==> src/design/alru_pkg.sv <==
// ----------------------------------------------------------------------------
// alru_pkg
// Shared types and constants of the LRU block cache directory.
// ----------------------------------------------------------------------------
package alru_pkg;

   localparam int NODE_W    = 64;
   localparam int BLOCK_W   = 64;
   localparam int TAG_W     = NODE_W + BLOCK_W;
   localparam int AGE_W     = 32;
   localparam int STAT_W    = 32;
   localparam int CFG_W     = 5;
   localparam int LINE_OUT_W = 4;
   localparam int COUNT_OUT_W = 5;
   localparam logic [CFG_W-1:0] LINES_IN_USE_RESET = 5'd16;

   // Operation codes
   typedef enum logic [0:0] {
      CMD_GET = 1'b0,
      CMD_PUT = 1'b1
   } cmd_type;

   // Control of the scan unit from the sequencer
   typedef struct packed {
      logic clear;   // start of a new item: drop all accumulated results
      logic beat;    // one line's tag, age and valid bit are presented
   } scan_ctl_type;

   // Saturating increment of a line age
   function automatic logic [AGE_W-1:0] age_inc(input logic [AGE_W-1:0] age);
      age_inc = (age == {AGE_W{1'b1}}) ? age : age + {{(AGE_W-1){1'b0}}, 1'b1};
   endfunction

endpackage

==> src/design/alru_ram.sv <==
// ----------------------------------------------------------------------------
// alru_ram
// Simple dual-port memory: one write port, one read port, registered read.
// ----------------------------------------------------------------------------
module alru_ram #(
   parameter int WIDTH = 32,
   parameter int DEPTH = 16
) (
   input  logic                                   clock,
   input  logic                                   wr_en,
   input  logic [((DEPTH > 1) ? $clog2(DEPTH) : 1)-1:0] wr_addr,
   input  logic [WIDTH-1:0]                       wr_data,
   input  logic                                   rd_en,
   input  logic [((DEPTH > 1) ? $clog2(DEPTH) : 1)-1:0] rd_addr,
   output logic [WIDTH-1:0]                       rd_data
);

   logic [WIDTH-1:0] mem_ff [DEPTH];

   // Write port
   always_ff @(posedge clock) begin
      if (wr_en) begin
         mem_ff[wr_addr] <= wr_data;
      end
   end

   // Registered read port
   always_ff @(posedge clock) begin
      if (rd_en) begin
         rd_data <= mem_ff[rd_addr];
      end
   end

endmodule

==> src/design/alru_scan.sv <==
// ----------------------------------------------------------------------------
// alru_scan
// Shared compare unit: takes one line per beat and keeps the first matching
// line, the first free line, the oldest line and the number of valid lines.
// ----------------------------------------------------------------------------
module alru_scan #(
   parameter int LINES = 16
) (
   input  logic                              clock,
   input  logic                              reset,
   input  alru_pkg::scan_ctl_type            ctl,
   input  logic [((LINES > 1) ? $clog2(LINES) : 1)-1:0] beat_idx,
   input  logic                              beat_line_valid,
   input  logic [alru_pkg::TAG_W-1:0]        key,
   input  logic [alru_pkg::TAG_W-1:0]        beat_tag,
   input  logic [alru_pkg::AGE_W-1:0]        beat_age,
   output logic                              match_found,
   output logic [((LINES > 1) ? $clog2(LINES) : 1)-1:0] match_idx,
   output logic                              free_found,
   output logic [((LINES > 1) ? $clog2(LINES) : 1)-1:0] free_idx,
   output logic [((LINES > 1) ? $clog2(LINES) : 1)-1:0] old_idx,
   output logic [$clog2(LINES + 1)-1:0]      valid_cnt
);

   localparam int IDX_W = (LINES > 1) ? $clog2(LINES) : 1;
   localparam int CNT_W = $clog2(LINES + 1);

   logic                       match_found_ff, match_found_in;
   logic [IDX_W-1:0]           match_idx_ff, match_idx_in;
   logic                       free_found_ff, free_found_in;
   logic [IDX_W-1:0]           free_idx_ff, free_idx_in;
   logic [IDX_W-1:0]           old_idx_ff, old_idx_in;
   logic [alru_pkg::AGE_W-1:0] old_age_ff, old_age_in;
   logic [CNT_W-1:0]           valid_cnt_ff, valid_cnt_in;
   logic                       tag_eq;

   assign tag_eq = (beat_tag == key);

   // Accumulate over beats; only valid lines can match
   always_comb begin
      match_found_in = match_found_ff;
      match_idx_in   = match_idx_ff;
      free_found_in  = free_found_ff;
      free_idx_in    = free_idx_ff;
      old_idx_in     = old_idx_ff;
      old_age_in     = old_age_ff;
      valid_cnt_in   = valid_cnt_ff;
      if (ctl.clear) begin
         match_found_in = 1'b0;
         free_found_in  = 1'b0;
         valid_cnt_in   = '0;
      end else if (ctl.beat) begin
         if (beat_line_valid && tag_eq && !match_found_ff) begin
            match_found_in = 1'b1;
            match_idx_in   = beat_idx;
         end
         if (!beat_line_valid && !free_found_ff) begin
            free_found_in = 1'b1;
            free_idx_in   = beat_idx;
         end
         // strictly older wins, so ties keep the lowest index
         if (beat_idx == '0 || beat_age > old_age_ff) begin
            old_idx_in = beat_idx;
            old_age_in = beat_age;
         end
         if (beat_line_valid) begin
            valid_cnt_in = valid_cnt_ff + {{(CNT_W-1){1'b0}}, 1'b1};
         end
      end
   end

   always_ff @(posedge clock) begin
      if (reset) begin
         match_found_ff <= 1'b0;
         free_found_ff  <= 1'b0;
         valid_cnt_ff   <= '0;
      end else begin
         match_found_ff <= match_found_in;
         free_found_ff  <= free_found_in;
         valid_cnt_ff   <= valid_cnt_in;
      end
      match_idx_ff <= match_idx_in;
      free_idx_ff  <= free_idx_in;
      old_idx_ff   <= old_idx_in;
      old_age_ff   <= old_age_in;
   end

   assign match_found = match_found_ff;
   assign match_idx   = match_idx_ff;
   assign free_found  = free_found_ff;
   assign free_idx    = free_idx_ff;
   assign old_idx     = old_idx_ff;
   assign valid_cnt   = valid_cnt_ff;

endmodule

==> src/design/assoc_lru_block_cache_directory.sv <==
// ----------------------------------------------------------------------------
// assoc_lru_block_cache_directory
// Flow: a put or a get miss scans the n enabled lines once, then decides and
// responds; a get hit adds a second pass rewriting every enabled line's age.
// A new item is accepted only in idle, after the last response is registered;
// the line scan reads the tag and age memories one line per cycle.
// Reset: synchronous; clears valid bits, counters and lines_in_use to 16.
// No clearing pass: ages and tags are always written before being used.
// ----------------------------------------------------------------------------
module assoc_lru_block_cache_directory #(
   parameter int LINES = 16
) (
   input  logic        clock,
   input  logic        reset,
   // request channel
   input  logic        req_valid,
   output logic        req_ready,
   input  logic        req_cmd,
   input  logic [63:0] req_node_id,
   input  logic [63:0] req_block_id,
   // response channel
   output logic        rsp_valid,
   input  logic        rsp_ready,
   output logic        rsp_hit,
   output logic [3:0]  rsp_line_index,
   output logic        rsp_evicted,
   output logic [4:0]  rsp_item_count,
   output logic [31:0] rsp_query_count,
   output logic [31:0] rsp_hit_count,
   // configuration
   input  logic        csr_we,
   input  logic [4:0]  csr_wdata
);

   localparam int IDX_W = (LINES > 1) ? $clog2(LINES) : 1;
   localparam int CNT_W = $clog2(LINES + 1);
   localparam int AGE_W = alru_pkg::AGE_W;
   localparam int TAG_W = alru_pkg::TAG_W;

   typedef enum logic [4:0] {
      ST_IDLE   = 5'b00001,
      ST_SCAN   = 5'b00010,
      ST_DECIDE = 5'b00100,
      ST_TOUCH  = 5'b01000,
      ST_DONE   = 5'b10000
   } state_type;

   state_type                    state_ff, state_in;
   logic [alru_pkg::CFG_W-1:0]   lines_in_use_ff, lines_in_use_in;
   logic                         cmd_ff, cmd_in;
   logic [TAG_W-1:0]             key_ff, key_in;
   logic [CNT_W-1:0]             cnt_ff, cnt_in;
   logic                         pv_ff, pv_in;
   logic [IDX_W-1:0]             pidx_ff, pidx_in;
   logic [IDX_W-1:0]             line_ff, line_in;
   logic                         hit_ff, hit_in;
   logic                         evict_ff, evict_in;
   logic [CNT_W-1:0]             count_ff, count_in;
   logic [alru_pkg::STAT_W-1:0]  queries_ff, queries_in;
   logic [alru_pkg::STAT_W-1:0]  hits_ff, hits_in;
   logic [LINES-1:0]             valid_ff, valid_in;
   logic                         rsp_valid_ff, rsp_valid_in;
   logic                         rsp_hit_ff, rsp_hit_in;
   logic [3:0]                   rsp_line_ff, rsp_line_in;
   logic                         rsp_evicted_ff, rsp_evicted_in;
   logic [4:0]                   rsp_count_ff, rsp_count_in;
   logic [31:0]                  rsp_query_ff, rsp_query_in;
   logic [31:0]                  rsp_hits_ff, rsp_hits_in;

   logic [31:0]          liu_wide;
   logic [31:0]          n_wide;
   logic [CNT_W-1:0]     n_lines;
   logic                 req_fire;
   logic                 rd_issue;
   logic [IDX_W-1:0]     rd_addr;
   logic                 tag_wr_en;
   logic [IDX_W-1:0]     tag_wr_addr;
   logic [TAG_W-1:0]     tag_rd;
   logic                 age_wr_en;
   logic [IDX_W-1:0]     age_wr_addr;
   logic [AGE_W-1:0]     age_wr_data;
   logic [AGE_W-1:0]     age_rd;
   logic                 is_put;
   logic [IDX_W-1:0]     line_sel;
   logic [31:0]          line_wide;
   logic [31:0]          count_wide;

   alru_pkg::scan_ctl_type scan_ctl;
   logic                   sc_match_found;
   logic [IDX_W-1:0]       sc_match_idx;
   logic                   sc_free_found;
   logic [IDX_W-1:0]       sc_free_idx;
   logic [IDX_W-1:0]       sc_old_idx;
   logic [CNT_W-1:0]       sc_valid_cnt;

   // Enabled lines: zero acts as one, above LINES acts as LINES
   always_comb begin
      liu_wide = {27'b0, lines_in_use_ff};
      if (liu_wide == 32'd0) begin
         n_wide = 32'd1;
      end else if (liu_wide > 32'(LINES)) begin
         n_wide = 32'(LINES);
      end else begin
         n_wide = liu_wide;
      end
      n_lines = n_wide[CNT_W-1:0];
   end

   assign req_ready = (state_ff == ST_IDLE);
   assign req_fire  = req_valid && req_ready;
   assign is_put    = (cmd_ff == alru_pkg::CMD_PUT);

   // Line read pipeline for both passes
   assign rd_issue = ((state_ff == ST_SCAN) || (state_ff == ST_TOUCH)) && (cnt_ff < n_lines);
   assign rd_addr  = cnt_ff[IDX_W-1:0];

   assign scan_ctl.clear = req_fire;
   assign scan_ctl.beat  = (state_ff == ST_SCAN) && pv_ff;

   // Line chosen at the decide step
   always_comb begin
      if (sc_match_found) begin
         line_sel = sc_match_idx;
      end else if (!is_put) begin
         line_sel = '0;
      end else if (sc_free_found) begin
         line_sel = sc_free_idx;
      end else begin
         line_sel = sc_old_idx;
      end
   end

   // Tag and age write ports
   always_comb begin
      tag_wr_en   = (state_ff == ST_DECIDE) && is_put && !sc_match_found;
      tag_wr_addr = line_sel;
      age_wr_en   = 1'b0;
      age_wr_addr = pidx_ff;
      age_wr_data = alru_pkg::age_inc(age_rd);
      unique case (state_ff)
         ST_SCAN: begin
            // a put always touches, so everyone ages during the scan
            age_wr_en = pv_ff && is_put;
         end
         ST_DECIDE: begin
            age_wr_en   = is_put;
            age_wr_addr = line_sel;
            age_wr_data = {{(AGE_W-1){1'b0}}, 1'b1};
         end
         ST_TOUCH: begin
            age_wr_en = pv_ff;
            if (pidx_ff == line_ff) begin
               age_wr_data = {{(AGE_W-1){1'b0}}, 1'b1};
            end
         end
         default: begin
            age_wr_en = 1'b0;
         end
      endcase
   end

   // Sequencer
   always_comb begin
      state_in        = state_ff;
      lines_in_use_in = lines_in_use_ff;
      cmd_in          = cmd_ff;
      key_in          = key_ff;
      cnt_in          = cnt_ff;
      pv_in           = 1'b0;
      pidx_in         = pidx_ff;
      line_in         = line_ff;
      hit_in          = hit_ff;
      evict_in        = evict_ff;
      count_in        = count_ff;
      queries_in      = queries_ff;
      hits_in         = hits_ff;
      valid_in        = valid_ff;
      rsp_valid_in    = rsp_valid_ff && !rsp_ready;
      rsp_hit_in      = rsp_hit_ff;
      rsp_line_in     = rsp_line_ff;
      rsp_evicted_in  = rsp_evicted_ff;
      rsp_count_in    = rsp_count_ff;
      rsp_query_in    = rsp_query_ff;
      rsp_hits_in     = rsp_hits_ff;
      line_wide       = 32'(line_ff);
      count_wide      = 32'(count_ff);

      if (csr_we) begin
         lines_in_use_in = csr_wdata;
      end

      if (rd_issue) begin
         pv_in   = 1'b1;
         pidx_in = rd_addr;
         cnt_in  = cnt_ff + {{(CNT_W-1){1'b0}}, 1'b1};
      end

      unique case (state_ff)
         ST_IDLE: begin
            if (req_fire) begin
               cmd_in   = req_cmd;
               key_in   = {req_node_id, req_block_id};
               cnt_in   = '0;
               state_in = ST_SCAN;
            end
         end
         ST_SCAN: begin
            if (cnt_ff == n_lines && !pv_ff) begin
               state_in = ST_DECIDE;
            end
         end
         ST_DECIDE: begin
            line_in  = line_sel;
            hit_in   = sc_match_found;
            evict_in = is_put && !sc_match_found && !sc_free_found;
            count_in = sc_valid_cnt;
            if (is_put && !sc_match_found) begin
               valid_in[line_sel] = 1'b1;
               if (sc_free_found) begin
                  count_in = sc_valid_cnt + {{(CNT_W-1){1'b0}}, 1'b1};
               end
            end
            if (!is_put) begin
               if (queries_ff != {alru_pkg::STAT_W{1'b1}}) begin
                  queries_in = queries_ff + 32'd1;
               end
               if (sc_match_found && hits_ff != {alru_pkg::STAT_W{1'b1}}) begin
                  hits_in = hits_ff + 32'd1;
               end
            end
            cnt_in = '0;
            if (!is_put && sc_match_found) begin
               state_in = ST_TOUCH;
            end else begin
               state_in = ST_DONE;
            end
         end
         ST_TOUCH: begin
            if (cnt_ff == n_lines && !pv_ff) begin
               state_in = ST_DONE;
            end
         end
         ST_DONE: begin
            // wait for the output register to be free
            if (!rsp_valid_ff || rsp_ready) begin
               rsp_valid_in   = 1'b1;
               rsp_hit_in     = hit_ff;
               rsp_line_in    = line_wide[3:0];
               rsp_evicted_in = evict_ff;
               rsp_count_in   = (count_wide > 32'd31) ? 5'd31 : count_wide[4:0];
               rsp_query_in   = queries_ff;
               rsp_hits_in    = hits_ff;
               state_in       = ST_IDLE;
            end
         end
         default: begin
            state_in = ST_IDLE;
         end
      endcase
   end

   always_ff @(posedge clock) begin
      if (reset) begin
         state_ff        <= ST_IDLE;
         lines_in_use_ff <= alru_pkg::LINES_IN_USE_RESET;
         pv_ff           <= 1'b0;
         cnt_ff          <= '0;
         queries_ff      <= '0;
         hits_ff         <= '0;
         valid_ff        <= '0;
         rsp_valid_ff    <= 1'b0;
      end else begin
         state_ff        <= state_in;
         lines_in_use_ff <= lines_in_use_in;
         pv_ff           <= pv_in;
         cnt_ff          <= cnt_in;
         queries_ff      <= queries_in;
         hits_ff         <= hits_in;
         valid_ff        <= valid_in;
         rsp_valid_ff    <= rsp_valid_in;
      end
      cmd_ff         <= cmd_in;
      key_ff         <= key_in;
      pidx_ff        <= pidx_in;
      line_ff        <= line_in;
      hit_ff         <= hit_in;
      evict_ff       <= evict_in;
      count_ff       <= count_in;
      rsp_hit_ff     <= rsp_hit_in;
      rsp_line_ff    <= rsp_line_in;
      rsp_evicted_ff <= rsp_evicted_in;
      rsp_count_ff   <= rsp_count_in;
      rsp_query_ff   <= rsp_query_in;
      rsp_hits_ff    <= rsp_hits_in;
   end

   // Tag store: node and block identifiers side by side
   alru_ram #(
      .WIDTH (TAG_W),
      .DEPTH (LINES)
   ) u_tag_ram (
      .clock   (clock),
      .wr_en   (tag_wr_en),
      .wr_addr (tag_wr_addr),
      .wr_data (key_ff),
      .rd_en   (rd_issue && (state_ff == ST_SCAN)),
      .rd_addr (rd_addr),
      .rd_data (tag_rd)
   );

   // Age store
   alru_ram #(
      .WIDTH (AGE_W),
      .DEPTH (LINES)
   ) u_age_ram (
      .clock   (clock),
      .wr_en   (age_wr_en),
      .wr_addr (age_wr_addr),
      .wr_data (age_wr_data),
      .rd_en   (rd_issue),
      .rd_addr (rd_addr),
      .rd_data (age_rd)
   );

   // Shared compare unit
   alru_scan #(
      .LINES (LINES)
   ) u_scan (
      .clock           (clock),
      .reset           (reset),
      .ctl             (scan_ctl),
      .beat_idx        (pidx_ff),
      .beat_line_valid (valid_ff[pidx_ff]),
      .key             (key_ff),
      .beat_tag        (tag_rd),
      .beat_age        (age_rd),
      .match_found     (sc_match_found),
      .match_idx       (sc_match_idx),
      .free_found      (sc_free_found),
      .free_idx        (sc_free_idx),
      .old_idx         (sc_old_idx),
      .valid_cnt       (sc_valid_cnt)
   );

   assign rsp_valid       = rsp_valid_ff;
   assign rsp_hit         = rsp_hit_ff;
   assign rsp_line_index  = rsp_line_ff;
   assign rsp_evicted     = rsp_evicted_ff;
   assign rsp_item_count  = rsp_count_ff;
   assign rsp_query_count = rsp_query_ff;
   assign rsp_hit_count   = rsp_hits_ff;

endmodule

==> config.mk <==
export PLATFORM = sky130hd
export DESIGN_NAME = assoc_lru_block_cache_directory
export DESIGN_NICKNAME = d
export VERILOG_FILES = /design/src/design/alru_pkg.sv /design/src/design/alru_ram.sv /design/src/design/alru_scan.sv /design/src/design/assoc_lru_block_cache_directory.sv
export SDC_FILE = /design/constraint.sdc
export NUM_CORES = 2
export LEC_CHECK = 0
export BUFFER_PORTS_ARGS = -buffer_cell sky130_fd_sc_hd__buf_2
export CORE_MARGIN = 8
export CORE_UTILIZATION = 30
export DETAILED_ROUTE_END_ITERATION = 12
export REMOVE_ABC_BUFFERS = 1
export SLEW_MARGIN = 15
export SYNTH_ARGS = -nofsm -noshare
export SYNTH_HDL_FRONTEND = slang
export SYNTH_SLANG_ARGS = --single-unit
==> constraint.sdc <==
create_clock -name clock -period 10.9 [get_ports clock]
set_clock_uncertainty 0.05 [all_clocks]
set_input_delay 0.545 -clock clock [delete_from_list [all_inputs] [get_ports clock]]
set_output_delay 0.545 -clock clock [all_outputs]
set_load 0.05 [all_outputs]
Word-level counts from Yosys, hierarchy flattened
Memory sizes are Yosys's and may differ from the RTL's. A register that Yosys moved wholly into a read port is not among the register bits.
Index checks and enable logic that the tools add are counted.
{ "op_classes": {"addsub": 5, "n_lt_le_gt_ge": 6, "eq_ne": 15, "mux": 32, "bitwise_logic": 3, "reduce_logical": 42} }
{ "op_table": {"columns": ["op", "n"], "rows": [
  ["$eq 128x128->1", 1],
  ["$add 32x1->32 const B", 3],
  ["$mux 32", 2],
  ["$ne 32x32->1 const B", 2],
  ["$pmux 32 s2", 1],
  ["$mux 5", 11],
  ["$eq 32x32->1 const B", 1],
  ["$gt 32x32->1", 1],
  ["$pmux 5 s5", 1],
  ["$logic_and 1x1->1", 17],
  ["$mux 4", 4],
  ["$or 16x16->16", 1],
  ["$reduce_and 3->1", 5],
  ["$reduce_and 2->1", 6],
  ["$add 5x1->5 const B", 2],
  ["$lt 4x5->1 const B", 2],
  ["$pmux 5 s2", 1],
  ["$mux 1", 9],
  ["$logic_not 1->1", 7],
  ["$eq 5x1->1 const B", 1],
  ["$eq 5x2->1 const B", 1],
  ["$eq 5x3->1 const B", 1],
  ["$eq 5x4->1 const B", 1],
  ["$eq 5x5->1", 1],
  ["16 further kinds", 21]
]} }
{ "totals": {"reg_bits": 367, "ram_bits": 2560, "in_bits": 139, "output_inout_bits": 77, "elab_cells": 133, "mem_count": 2} }
{ "memory_table": {"columns": ["memory", "depth", "width", "read_ports", "rd_clocked_by_memory_dff", "write_ports", "line_no", "source"], "rows": [
  ["u_tag_ram.mem_ff", 16, 128, 1, 1, 1, "alru_ram.sv:18", "logic [WIDTH-1:0] mem_ff [DEPTH];"],
  ["u_age_ram.mem_ff", 16, 32, 1, 1, 1, "alru_ram.sv:18", null]
]} }

Longest topological paths before layout
{ "logic_depth": {"depth_word": 8, "depth_mapped": 11, "ltp_nobuf": 9} }

Modules after synthesis
Synthesis repeated with hierarchy kept, for this count alone.
{ "unflattened": {"hier_cells": 5634, "hier_area_um2": 117579.0} }
{ "by_module_without_submodules": {"columns": ["mod", "n_inst", "cells_per_inst", "area_each_um2", "seq_area_each_um2"], "rows": [
  ["alru_ram (u_tag_ram)", 1, 3365, 80612.3, 65342.7],
  ["alru_ram (u_age_ram)", 1, 838, 20155.6, 16335.7],
  ["assoc_lru_block_cache_directory", 1, 1001, 12628.4, 8518.2],
  ["alru_scan", 1, 430, 4182.8, 1461.4]
]} }

Least setup slack after synthesis
OpenSTA, ideal clock, no wires.
{ "synth_timing": {"kind": "register -> register", "start": "register state_ff[1]", "end": "memory u_tag_ram.mem_ff[10][0] in the netlist's numbering, enable pin", "setup_time_ps": 618, "t_arrival_ps": 6818, "required_time_ps": 10232, "path_slack_ps": 3414, "path_stages_with_launch": 8, "n_path_buf": 2, "period_less_slack_ps": 7486, "path_cell_list": "dfxtp_1 buf_4 nor3_2 nand2_1 clkbuf_1 clkinv_1 nand4_1 nor2_1"} }
{ "synth_between": {"elab_chain_len": 5} }
{ "synth_rtl": {"columns": ["element", "line_no", "source"], "rows": [
  ["from (decl)", "assoc_lru_block_cache_directory.sv:48", "state_type state_ff, state_in;"],
  ["from (signal assigned)", "assoc_lru_block_cache_directory.sv:273", "state_ff <= state_in;"],
  ["$eq 5x3->1", "assoc_lru_block_cache_directory.sv:135", "tag_wr_en = (state_ff == ST_DECIDE) && is_put && !sc_match_found;"],
  ["$logic_and 1x1->1 (2 in a row)", "assoc_lru_block_cache_directory.sv:135", null],
  ["$mux 1", "alru_ram.sv:22", "if (wr_en) begin"],
  ["$mux 1 (not written as such)", "alru_ram.sv:23", "mem_ff[wr_addr] <= wr_data;"],
  ["to (decl)", "alru_ram.sv:18", null]
]} }
Every way passes these cells.

Worst setup path after layout
{ "layout_timing": {"start": "register cnt_ff[1]", "end": "register u_tag_ram.rd_data[20] (read register of u_tag_ram.mem_ff), data pin"} }
{ "layout_between": {"elab_chain_len": 3} }
{ "layout_rtl": {"columns": ["element", "line_no", "source"], "rows": [
  ["from (decl)", "assoc_lru_block_cache_directory.sv:52", "logic [CNT_W-1:0] cnt_ff, cnt_in;"],
  ["from (signal assigned)", "assoc_lru_block_cache_directory.sv:276", "cnt_ff <= cnt_in;"],
  ["$lt 5x5->1", "assoc_lru_block_cache_directory.sv:114", "assign rd_issue = ((state_ff == ST_SCAN) || (state_ff == ST_TOUCH)) && (cnt_ff < n_lines);"],
  ["$logic_and 1x1->1", "assoc_lru_block_cache_directory.sv:114", null],
  ["$logic_and 1x1->1", "assoc_lru_block_cache_directory.sv:306", ".rd_en (rd_issue && (state_ff == ST_SCAN)),"],
  ["to (decl)", "alru_ram.sv:15", "output logic [WIDTH-1:0] rd_data"]
]} }
Parallel ways exist; a longest one is shown, timed or not.
A chain may end at the register's enable or synchronous reset.

==> results.json <==
{
  "status": "finished clean",
  "crit_fanout": 74,
  "place_ws_ns": 5.01,
  "cp_slowest_cell": "buf_4",
  "crit_top_cell": "buf_4",
  "p_leak_nw": 41.4,
  "cp-start-kind": "register",
  "crit_type": "register to register",
  "timing.hold.ws_ns": 0.0845,
  "rows": 230,
  "wl_um": 289000,
  "r2r_slack_ns": 5.06,
  "relSlewSlack_pct": 13.3,
  "drt_iter0_markers": 4980,
  "synthCells": 5197,
  "ir_drop_v": 0.000116,
  "syn_avg_cell_area_sq_um": 22.6,
  "reg2regPathDepth": 6,
  "grt_antenna_before_repair": 31,
  "ant_nets": 0,
  "synthDistinctLibCells": 68,
  "drv_cap": 0,
  "syn_to_final_growth_pct": 16.8,
  "die_x_um": 642,
  "track_usage_pct": 13.5,
  "min_path_type": "primary input to register",
  "dp_hpwl_um": 153000,
  "async_reset_ff_share_pct": 0,
  "worstSkewPairLatency_ns": 0.91,
  "die_h_um": 642,
  "gp_congestion": 0.800,
  "htree_levels": 5,
  "routedWlPerCell_um": 25.8,
  "finalNonFillerCells": 11200,
  "yosys_most_used_dff": "edfxtp_1",
  "fp.dieArea_sq_um": 412000,
  "crit_arrival_ns": 6.41,
  "total_power_mw": 25.0,
  "ys_warn_count": 0,
  "min-delay-start": "rsp_ready",
  "min_period_ns": 5.84,
  "crit_chain": "buf_4 > buf_4 > buf_4 > buf_4 > mux4_2 > mux4_2",
  "netlist_area_sq_um": 118000,
  "post_cts_buffers": 0,
  "cp.depth": 6,
  "slew_violations": 0,
  "dp_cells": 10500,
  "worstPathBufferInverterCount": 4,
  "coreArea_sq_um": 391000,
  "power_density_nw_per_um2": 182,
  "path_clk_slew_ns": 0.06,
  "final_nets": 5934,
  "finalHoldViolCount": 0,
  "final_core_util_pct": 35.1,
  "start_util_pct": 30.0,
  "grt_start_max_net_pins": 95,
  "grt_pass1_wl_um": 417000,
  "slowest_delay_ns": 0.94,
  "setup_ws_ns": 5.06,
  "worst_ep_required_time_ns": 11.48,
  "grt.overflow.total": 0,
  "post_drt_via_cell_ratio": 4.92,
  "max_slew.worst_pin.slew_ns": 1.29,
  "finalSetupViolations": 0,
  "io_buffers": 215,
  "clock-sinks": 3087,
  "finalCritPeriodShare_pct": 53.5,
  "clock_tree.buffer_depth": 4,
  "worstSetupEndpointType": "register",
  "synth-seq-cells": 3087,
  "rsz0062_at_grt": "no",
  "hold_path_end": "rsp_valid$_SDFF_PP0_",
  "cts_tree": "built",
  "seq_area_frac_synth_pct": 78.0,
  "drc": 0,
  "fmax_ghz": 0.171,
  "cts-buffers-inserted": 316,
  "r2r-end": "u_tag_ram.rd_data[20]$_DFFE_PP_",
  "cp_top_family": "buffers and inverters",
  "grt_pass1_vias": 57400,
  "drive_gt1_share_pct": 27.3,
  "hold_depth": 3,
  "root_buffer": "clkbuf_16",
  "synth-edff-count": 2983,
  "ios": 216,
  "r2r-start": "cnt_ff[1]$_SDFF_PP0_",
  "vias": 55300,
  "dr.pass1.iters": 7
}
-- cells in the mapped netlist (2+ instances only) --
cell type,count,area (sq um)
and4_1,15,131
o22ai_1,2,12.5
and3_1,30,188
edfxtp_1,2983,89600
ha_1,42,526
nand2b_1,12,75.1
a2111oi_0,5,43.8
inv_1,56,210
nor3_1,34,170
nor4b_1,2,17.5
o211ai_1,4,30.0
buf_6,2,22.5
dfxtp_1,104,2080
nand2_1,78,293
a21oi_1,29,145
nor4_1,70,438
or3_1,5,31.3
xnor2_1,54,473
nand4bb_1,2,22.5
a31oi_1,4,25.0
mux4_2,802,18100
and2_1,7,43.8
o21ai_0,9,45.0
xor2_1,121,1060
buf_2,58,290
mux4_1,3,78.8
nand4_1,72,450
or2_2,3,18.8
a32oi_1,2,17.5
clkbuf_1,128,480
or3b_2,2,17.5
mux2i_1,9,90.1
nor2_1,187,702
nand3_1,69,345
a21o_1,17,128
nor3_2,4,40.0
nand4b_1,4,35.0
or2_1,3,18.8
o21a_1,16,120
nor2b_1,96,601
or4_1,4,30.0
buf_1,21,78.8
a2111oi_4,2,55.1
-- worst max-delay path by stage --
stage                               startpoint  slack [ns]                               end
after floorplan           cnt_ff[0]$_SDFF_PP0_      -18.48              pidx_ff[0]$_DFFE_PN_
after global placement    cnt_ff[1]$_SDFF_PP0_        5.14  u_tag_ram.rd_data[125]$_DFFE_PP_
after detailed placement  cnt_ff[1]$_SDFF_PP0_        5.01    u_tag_ram.rd_data[2]$_DFFE_PP_
after CTS                 cnt_ff[1]$_SDFF_PP0_        5.00   u_tag_ram.rd_data[20]$_DFFE_PP_
after global routing      cnt_ff[1]$_SDFF_PP0_        4.88   u_tag_ram.rd_data[20]$_DFFE_PP_
final                     cnt_ff[1]$_SDFF_PP0_        5.06   u_tag_ram.rd_data[20]$_DFFE_PP_
-- metrics by stage --
| step | cell area [sq um] | setup TNS, ns |
|---|---|---|
| 2_1_floorplan | 117000 | -5755.68 |
| 3_3_place_gp | 125000 | 0 |
| 3_5_place_dp | 125000 | 0 |
| 4_1_cts | 137000 | 0 |
| 5_1_grt | 137000 | 0 |
| 6_report | 137000 | 0 |
-- cells in the final DEF (no fill, tap or decap), types with 12 or more instances in the layout --
master	netlist	final
edfxtp_1	2983	2983
mux4_2	802	802
clkbuf_16	0	325
buf_2	58	214
nor2_1	187	155
dlygate4sd3_1	0	136
xor2_1	121	121
dfxtp_1	104	100
nor2b_1	96	95
buf_4	1	82
nand2_1	78	78
nand4_1	72	72
clkinv_1	1	70
nand3_1	69	69
nor4_1	70	69
inv_1	56	56
xnor2_1	54	54
clkinv_2	0	53
clkbuf_1	128	48
ha_1	42	42
nor3_1	34	34
nor2_4	0	32
bufinv_16	0	32
and3_1	30	30
a21oi_1	29	26
clkinvlp_4	0	19
a21o_1	17	17
o21a_1	16	16
buf_12	0	16
and4_1	15	14
nand2b_1	12	12
-- sequential cells by signal, summed over array words and instances (netlist names), 16 cells and up --
signal / cells
hits_ff: 32
key_ff: 128
queries_ff: 32
rsp_hit_count: 32
rsp_query_count: 32
u_age_ram.mem_ff: 512
u_age_ram.rd_data: 32
u_scan.old_age_ff: 32
u_tag_ram.mem_ff: 2048
u_tag_ram.rd_data: 128
valid_ff: 16
-- report_power, final --
| group | internal (mW) | switching [mW] | leakage (nW) |
|---|---|---|---|
| Combinational | 0.252 | 0.368 | 8.63 |
| Clock | 6.26 | 4.58 | 5.04 |
| Sequential | 13.3 | 0.282 | 27.7 |
| Total | 19.8 | 5.23 | 41.4 |
-- routing by layer --
| layer | GRT usage [%] | vias up | part of all wire, % |
|---|---|---|---|
| li1 | - | 23000 | - |
| met1 | 18.5 | 30000 | 42 |
| met2 | 23.2 | 1932 | 50 |
| met3 | 1.94 | 357 | 5.9 |
| met4 | 2.71 | 8 | 1.7 |
| met5 | 0 | - | 0.019 |
-- cell type report --
cell class	count	area, sq um
inverters	58	218
flip-flops and latches	3087	91700
well taps	5220	6530
fillers	35900	254000
multi-input cells	1842	25100
clock inverters	202	2070
clock buffers	374	8330
diodes	3	7.51
repair buffers	448	3370
-- logic make-up (layout without fill, tap and decap cells) --
logic type / count (synthesis) / count (layout) / synth area share [%]
AO/OA/AOI/OAI: 103 / 103 / 0.631
AND/OR/NAND/NOR: 707 / 707 / 3.19
buffers and inverters: 268 / 1082 / 0.934
flip-flops: 3087 / 3087 / 78.0
XOR/XNOR: 175 / 175 / 1.30
other: 0 / 3 / 0
multiplexers: 815 / 815 / 15.5
adder cells (fa/ha/maj): 42 / 42 / 0.447
-- tightest hold or removal path: cells and delay by family --
family / cells / cell delay [ns]
buffers and inverters: 1 / 0.08
AOI/OAI and AO/OA: 1 / 0.10
and+or+nand+nor: 1 / 0.22
-- what timing repair did --
action,CTS,global route
hold endpoints to repair,155,0
gates resized for setup,0,0
hold buffers,136,0
Power figures use the tool's default switching activity.
